<file path="config.mk">
export PLATFORM = sky130hd
export DESIGN_NAME = lifo_stack_with_reorder_ops
export DESIGN_NICKNAME = d
export VERILOG_FILES = /design/src/hdl/lifo_pkg.sv /design/src/hdl/lifo_stack_with_reorder_ops.sv
export SDC_FILE = /design/constraint.sdc
export NUM_CORES = 2
export LEC_CHECK = 0
export BUFFER_PORTS_ARGS = -buffer_cell sky130_fd_sc_hd__buf_4
export CAP_MARGIN = 15
export CELL_PAD_IN_SITES_DETAIL_PLACEMENT = 1
export CELL_PAD_IN_SITES_GLOBAL_PLACEMENT = 2
export CORE_ASPECT_RATIO = 0.7
export CORE_MARGIN = 5
export CORE_UTILIZATION = 30
export CTS_CLUSTER_SIZE = 14
export DETAILED_ROUTE_END_ITERATION = 6
export GPL_ROUTABILITY_DRIVEN = 0
export MAX_ROUTING_LAYER = met4
export PLACE_DENSITY_LB_ADDON = 0.1
export SYNTH_ARGS = -nofsm -noshare
export SYNTH_HDL_FRONTEND = slang
export SYNTH_SLANG_ARGS = --single-unit
</file>
<file path="constraint.sdc">
create_clock -name clk -period 5.3 [get_ports clk]
set_input_delay 1.06 -clock clk [delete_from_list [all_inputs] [get_ports clk]]
set_output_delay 1.06 -clock clk [all_outputs]
set_load 0.005 [all_outputs]
</file>
<file path="src/hdl/lifo_pkg.sv">
// ----------------------------------------------------------------------------
// lifo_pkg
// Shared sizes, codes and word conversions for the bounded LIFO stack.
// ----------------------------------------------------------------------------
package lifo_pkg;

  localparam int DEPTH     = 64;
  localparam int WORD_BITS = 32;
  localparam int ADDR_W    = (DEPTH > 1) ? $clog2(DEPTH) : 1;
  localparam int CNT_W     = $clog2(DEPTH + 1);

  typedef logic signed [WORD_BITS-1:0] word_t;
  typedef logic [ADDR_W-1:0]           addr_t;
  typedef logic [CNT_W-1:0]            cnt_t;

  typedef enum logic [2:0] {
    ACT_PUSH      = 3'd0,
    ACT_POP       = 3'd1,
    ACT_REVERSE   = 3'd2,
    ACT_SWAP      = 3'd3,
    ACT_PARTITION = 3'd4
  } act_t;

  typedef enum logic [1:0] {
    ST_OK          = 2'd0,
    ST_UNDER       = 2'd1,
    ST_OVER        = 2'd2,
    ST_NOT_APPLIED = 2'd3
  } status_t;

  // Keep the low WORD_BITS bits, or sign-extend when the word is wider.
  function automatic word_t to_word(logic signed [31:0] v);
    return WORD_BITS'(v);
  endfunction

  // Sign-extend from WORD_BITS, then cut to 32 bits.
  function automatic logic signed [31:0] from_word(word_t w);
    return 32'(w);
  endfunction

endpackage

</file>
<file path="src/hdl/lifo_stack_with_reorder_ops.sv">
// ----------------------------------------------------------------------------
// lifo_stack_with_reorder_ops
// Bounded LIFO stack of signed words with push, pop, reverse, swap of top and
// bottom, and a stable even-below-odd partition.
// ----------------------------------------------------------------------------
//   channel   direction  handshake            payload
//   in_       input      in_valid / in_stall  in_action, in_value
//   out_      output     out_valid / out_stall out_data, out_count, out_status
//
// Push, pop and no-op actions go through S_TOP_RD and S_TOP_LD to the result;
// a new item is taken in the cycle after the result leaves. Reverse runs the
// S_RV_* states once per exchanged pair, swap runs them once; partition reads
// all entries on two passes, then copies them back: all entry moves share one
// read and one write port per memory. Reset (synchronous, rst_n low) empties
// the stack; the entry memory is not cleared. in_stall is high from acceptance
// until the result is taken; out_stall holds the result as long as needed.
// ----------------------------------------------------------------------------
module lifo_stack_with_reorder_ops
  import lifo_pkg::*;
(
  input  logic               clk,
  input  logic               rst_n,
  input  logic               in_valid,
  output logic               in_stall,
  input  logic [2:0]         in_action,
  input  logic signed [31:0] in_value,
  output logic               out_valid,
  input  logic               out_stall,
  output logic signed [31:0] out_data,
  output logic [CNT_W-1:0]   out_count,
  output logic [1:0]         out_status
);

  typedef enum logic [10:0] {
    S_IDLE    = 11'b000_0000_0001,
    S_RV_RDA  = 11'b000_0000_0010,
    S_RV_RDB  = 11'b000_0000_0100,
    S_RV_WRA  = 11'b000_0000_1000,
    S_RV_WRB  = 11'b000_0001_0000,
    S_PT_RD   = 11'b000_0010_0000,
    S_PT_WR   = 11'b000_0100_0000,
    S_CP_RD   = 11'b000_1000_0000,
    S_CP_WR   = 11'b001_0000_0000,
    S_TOP_RD  = 11'b010_0000_0000,
    S_TOP_LD  = 11'b100_0000_0000
  } state_t;

  // S_OUT is folded into S_IDLE-blocking via out_valid_r.
  state_t  state_r, state_nxt;
  cnt_t    fill_r, fill_nxt;
  addr_t   lo_r, lo_nxt;
  addr_t   hi_r, hi_nxt;
  addr_t   i_r, i_nxt;
  addr_t   k_r, k_nxt;
  logic    pass_r, pass_nxt;
  logic    swap_r, swap_nxt;
  logic    pop_r, pop_nxt;
  status_t status_r, status_nxt;
  word_t   a_r, a_nxt;
  logic signed [31:0] data_r, data_nxt;
  logic    out_valid_r, out_valid_nxt;

  word_t   mem [DEPTH];
  word_t   scr [DEPTH];
  word_t   mem_rdata_r;
  word_t   scr_rdata_r;
  addr_t   mem_raddr, mem_waddr;
  word_t   mem_wdata;
  logic    mem_we;
  addr_t   scr_waddr;
  logic    scr_we;

  cnt_t    fill_m1;
  addr_t   last_idx;
  addr_t   span;
  logic    in_acc;

  assign fill_m1  = fill_r - 1'b1;
  assign last_idx = fill_m1[ADDR_W-1:0];
  assign span     = hi_r - lo_r;
  assign in_stall = (state_r != S_IDLE) || out_valid_r;
  assign in_acc   = in_valid && !in_stall;

  assign out_valid  = out_valid_r;
  assign out_data   = data_r;
  assign out_count  = fill_r;
  assign out_status = status_r;

  always_ff @(posedge clk) begin
    if (mem_we) begin
      mem[mem_waddr] <= mem_wdata;
    end
    mem_rdata_r <= mem[mem_raddr];
  end

  always_ff @(posedge clk) begin
    if (scr_we) begin
      scr[scr_waddr] <= mem_rdata_r;
    end
    scr_rdata_r <= scr[i_r];
  end

  always_comb begin
    state_nxt     = state_r;
    fill_nxt      = fill_r;
    lo_nxt        = lo_r;
    hi_nxt        = hi_r;
    i_nxt         = i_r;
    k_nxt         = k_r;
    pass_nxt      = pass_r;
    swap_nxt      = swap_r;
    pop_nxt       = pop_r;
    status_nxt    = status_r;
    a_nxt         = a_r;
    data_nxt      = data_r;
    out_valid_nxt = out_valid_r;
    mem_raddr     = '0;
    mem_waddr     = '0;
    mem_wdata     = mem_rdata_r;
    mem_we        = 1'b0;
    scr_waddr     = k_r;
    scr_we        = 1'b0;

    case (state_r)
      S_IDLE: begin
        if (out_valid_r && !out_stall) begin
          out_valid_nxt = 1'b0;
        end
        if (in_acc) begin
          status_nxt = ST_OK;
          pop_nxt    = 1'b0;
          state_nxt  = S_TOP_RD;
          case (act_t'(in_action))
            ACT_PUSH: begin
              if (fill_r == CNT_W'(DEPTH)) begin
                status_nxt = ST_OVER;
              end else begin
                mem_we    = 1'b1;
                mem_waddr = fill_r[ADDR_W-1:0];
                mem_wdata = to_word(in_value);
                fill_nxt  = fill_r + 1'b1;
              end
            end
            ACT_POP: begin
              if (fill_r == '0) begin
                status_nxt = ST_UNDER;
              end else begin
                fill_nxt = fill_m1;
                pop_nxt  = 1'b1;
              end
            end
            ACT_REVERSE: begin
              lo_nxt   = '0;
              hi_nxt   = last_idx;
              swap_nxt = 1'b0;
              if (fill_r == '0) begin
                status_nxt = ST_NOT_APPLIED;
              end else if (fill_r != CNT_W'(1)) begin
                state_nxt = S_RV_RDA;
              end
            end
            ACT_SWAP: begin
              lo_nxt   = '0;
              hi_nxt   = last_idx;
              swap_nxt = 1'b1;
              if (fill_r < CNT_W'(2)) begin
                status_nxt = ST_NOT_APPLIED;
              end else begin
                state_nxt = S_RV_RDA;
              end
            end
            ACT_PARTITION: begin
              i_nxt    = '0;
              k_nxt    = '0;
              pass_nxt = 1'b0;
              if (fill_r != '0) begin
                state_nxt = S_PT_RD;
              end
            end
            default: begin
              status_nxt = ST_NOT_APPLIED;
            end
          endcase
        end
      end

      S_RV_RDA: begin
        mem_raddr = lo_r;
        state_nxt = S_RV_RDB;
      end

      S_RV_RDB: begin
        mem_raddr = hi_r;
        a_nxt     = mem_rdata_r;
        state_nxt = S_RV_WRA;
      end

      S_RV_WRA: begin
        mem_we    = 1'b1;
        mem_waddr = lo_r;
        mem_wdata = mem_rdata_r;
        state_nxt = S_RV_WRB;
      end

      S_RV_WRB: begin
        mem_we    = 1'b1;
        mem_waddr = hi_r;
        mem_wdata = a_r;
        lo_nxt    = lo_r + 1'b1;
        hi_nxt    = hi_r - 1'b1;
        // advance while the next pair still has two distinct entries
        if (!swap_r && ({1'b0, span} > (ADDR_W + 1)'(2))) begin
          state_nxt = S_RV_RDA;
        end else begin
          state_nxt = S_TOP_RD;
        end
      end

      S_PT_RD: begin
        mem_raddr = i_r;
        state_nxt = S_PT_WR;
      end

      S_PT_WR: begin
        // even values on the first pass, odd values on the second
        if (mem_rdata_r[0] == pass_r) begin
          scr_we = 1'b1;
          k_nxt  = k_r + 1'b1;
        end
        i_nxt     = i_r + 1'b1;
        state_nxt = S_PT_RD;
        if (i_r == last_idx) begin
          i_nxt = '0;
          if (!pass_r) begin
            pass_nxt = 1'b1;
          end else begin
            state_nxt = S_CP_RD;
          end
        end
      end

      S_CP_RD: begin
        state_nxt = S_CP_WR;
      end

      S_CP_WR: begin
        mem_we    = 1'b1;
        mem_waddr = i_r;
        mem_wdata = scr_rdata_r;
        i_nxt     = i_r + 1'b1;
        if (i_r == last_idx) begin
          state_nxt = S_TOP_RD;
        end else begin
          state_nxt = S_CP_RD;
        end
      end

      S_TOP_RD: begin
        // a pop reads the entry just dropped, anything else the new top
        mem_raddr = pop_r ? fill_r[ADDR_W-1:0] : last_idx;
        state_nxt = S_TOP_LD;
      end

      S_TOP_LD: begin
        if (pop_r || (fill_r != '0)) begin
          data_nxt = from_word(mem_rdata_r);
        end else begin
          data_nxt = '0;
        end
        out_valid_nxt = 1'b1;
        state_nxt     = S_IDLE;
      end

      default: begin
        state_nxt = S_IDLE;
      end
    endcase
  end

  always_ff @(posedge clk) begin
    if (!rst_n) begin
      state_r     <= S_IDLE;
      fill_r      <= '0;
      out_valid_r <= 1'b0;
      pop_r       <= 1'b0;
      swap_r      <= 1'b0;
      pass_r      <= 1'b0;
      status_r    <= ST_OK;
    end else begin
      state_r     <= state_nxt;
      fill_r      <= fill_nxt;
      out_valid_r <= out_valid_nxt;
      pop_r       <= pop_nxt;
      swap_r      <= swap_nxt;
      pass_r      <= pass_nxt;
      status_r    <= status_nxt;
    end
  end

  always_ff @(posedge clk) begin
    lo_r   <= lo_nxt;
    hi_r   <= hi_nxt;
    i_r    <= i_nxt;
    k_r    <= k_nxt;
    a_r    <= a_nxt;
    data_r <= data_nxt;
  end

endmodule
</file>
==> impl_metrics.csv <==
group,metric,value,unit
timing,slew_violations,0,
global_routing,grt.total_usage,20.7,%
logic_synthesis,synth_nets,9204,
final_layout,areaGrowthSynthToFinish,17.8,%
logic_synthesis,synth_area_leader_cell,"edfxtp_1",
setup_path,worst-setup-path-type,"register to register",
timing,skew,0.0608,ns
logic_synthesis,yosysUniqueCellTypes,86,
clocking,hold_buffers,0,
clocking,clockBufferDepth,4,
die,core,0.550,sq mm
setup_path,critPathMaxFanout,34,
final_layout,layout-drive-gt1-share,21.8,%
logic_synthesis,ys_top_cells_by_area,"edfxtp_1 76%, mux4_2 9.2%, nand2_1 3.4%",
setup_path,end_kind,"register",
die,die_height,631,um
clocking,clock_sinks,4272,
final_layout,final_nets,9754,
global_routing,grt_max_degree,118,
logic_synthesis,ys_ff_latch,4272,
timing,hold_viol,0,
timing,slew_headroom,16.0,%
drt,wl_per_cell,33.4,um
logic_synthesis,netlist_area,0.165,sq mm
run,max_cap_violations,0,
timing,rsz0062_at_grt,"no",
pwr,p_leak,61.4,nW
timing,fin_setup_tns,0,ns
clocking,cts_setup_buffers,0,
logic_synthesis,yosysMostFrequentCell,"edfxtp_1",
die,initial_core_util,30.1,%
die,die-width,897,um
logic_synthesis,synth_top_area_share,76.0,%
clocking,cts_buffers,454,
clocking,h-tree-depth,5,
clocking,cts_root_buf,"clkbuf_16",
final_layout,stdcell_area,0.195,sq mm
pwr,vdd_drop_max,0.427,mV
drt,drtIter0Drc,9799,
pwr,power,89.1,mW
global_routing,first_global_vias,93500,
drt,drtPass1Iterations,7,
status,violations,"design-rule violations",
clocking,cts.clk_slew.worst_paths,0.06,ns
logic_synthesis,synth_edf_count,4184,
logic_synthesis,synth_commonest_cells,"4184 x edfxtp_1, 1506 x nand2_1, 678 x mux4_2",
logic_synthesis,syn_inst,9152,
timing,fmax,205,MHz
setup_path,critPathArrivalTime,5.76,ns
logic_synthesis,yosys_warnings,0,
die,num_rows,228,
global_routing,grt_pass1_wl,802000,um
logic_synthesis,yosysSeqAreaShare,77.0,%
place,io_buffers,81,
clocking,clk-insertion-delay-late,1.02,ns
place,place_area,0.180,sq mm
status,outcome,"complete, but fails checks",
logic_synthesis,syn_area_per_cell,18.1,sq um
drt,drc,5,
die,io_pins,82,
setup_path,critPathRequiredTime,6.17,ns
die,dieArea,0.567,sq mm
timing,min_period,4.88,ns
logic_synthesis,async_reset_ff_share,0,%
drt,viasPerCell,5.21,
clocking,tritoncts,"done",
timing,setup_viol,0,
drt,vias,91200,
timing,fin_crit_sh,92.1,%
place,dp_hpwl,358000,um
drt,ant_nets,0,
global_routing,gr-total-overflow,0,
global_routing,antenna_found_initial,74,
timing,whs,0.348,ns
worst_hold_path,hold_class,"input pin to register",
pwr,pwr_density_cell,457,mW/mm^2
logic_synthesis,synthFlopType,"edfxtp_1",
clocking,cts_resized,0,
timing,tightest_slew,1.26,ns
drt,routed_wl,585000,um
setup_path,start_kind,"register",
## power by group
group | internal, mW | leakage (nW) | switching [mW]
Sequential | 43.3 | 38.5 | 0.417
Combinational | 2.58 | 15.9 | 11.4
Clock | 18.0 | 7.04 | 13.5
Total | 63.8 | 61.4 | 25.3
## path summary, 6_finish.rpt
check | from | end | slack [ns] | cells after the start
min | rst_n | pass_r | 0.35 | 3
max reg2reg | state_r[9] | mem_rdata_r[16] | 0.42 | 10
min reg2reg | out_status[1] | out_status[1] | 0.55 | 1
max | state_r[9] | mem_rdata_r[16] | 0.42 | 10
## worst max-delay path, stage by stage (launching register included)
cell      delay, ns
dfxtp_1        0.39
nor3b_1        0.63
nand3_2        0.35
o221ai_4       0.77
buf_12         0.30
buf_12         0.28
mux2i_1        0.22
a211oi_1       0.12
a31oi_1        0.47
nand4_1        0.42
or4_1          0.62
## registers in the layout (all words and copies together) (netlist names)
register     flops
pass_r           1
out_valid        1
out_status       2
out_count        7
k_r              6
i_r              6
out_data        32
swap_r           1
mem_rdata_r     32
scr_rdata_r     32
mem           2048
hi_r             6
a_r             32
lo_r             6
state_r         11
pop_r            1
scr           2048
## stage by stage
step                      worst slack (ns)  util, %  instances
after floorplan                      0.915        -       9152
after global placement               0.332     32.8      16600
after detailed placement             0.387     32.8      16600
after CTS                            0.397     35.4      17400
after global routing                 0.388     35.4      17500
final                                0.417     35.4      17500
## cell usage in the layout, fill, tap and decap left out, drive strengths merged, types with 8 or more instances in the layout
| master | instances |
|---|---|
| clkbuf | 597 |
| and2 | 24 |
| a22o | 10 |
| o22ai | 22 |
| nor4 | 11 |
| xnor2 | 20 |
| clkinvlp | 8 |
| inv | 30 |
| buf | 641 |
| a222oi | 26 |
| a21oi | 38 |
| nand3b | 11 |
| a211o | 24 |
| and3 | 143 |
| a32oi | 19 |
| mux2 | 8 |
| a2111oi | 12 |
| nor2b | 41 |
| dfxtp | 88 |
| a211oi | 148 |
| a221o | 15 |
| mux2i | 317 |
| mux4 | 678 |
| or3 | 13 |
| diode | 63 |
| a22oi | 36 |
| nor3 | 15 |
| nand4 | 114 |
| a31oi | 128 |
| o21ai | 28 |
| clkinv | 186 |
| bufinv | 38 |
| nor2 | 204 |
| nand2 | 1507 |
| xor2 | 17 |
| nand3 | 566 |
| ha | 12 |
| a221oi | 44 |
| edfxtp | 4184 |
## kinds of logic after synthesis
kind of cell	synth area share [%]
compound gates	2.67
simple gates	7.23
fa+ha+maj	0.103
buf+inv	1.57
flops	77.0
xor+xnor	0.196
mux	11.2
## final cells by class
class	instances	area, sq um
timing repair buffer	641	7040
clock inverter	247	2180
sequential	4272	127000
tap	7360	9210
inverter	15	56.3
multi-input combinational	4318	36600
antenna	63	158
clock buffer	597	12200
fill	54300	355000
## per-layer routing
layer  share of wire (%)  routed length, um  GRT usage, %  vias to the layer above
met5                   0                  0             -                        -
met4                 1.7              10100          3.35                        0
met3                 5.6              32500          2.77                      612
met2                  43             249000          29.3                     2576
met1                  50             293000          32.2                    50300
li1                    -                  -             -                    37600
Note: power is estimated with default switching activity, not from simulation.
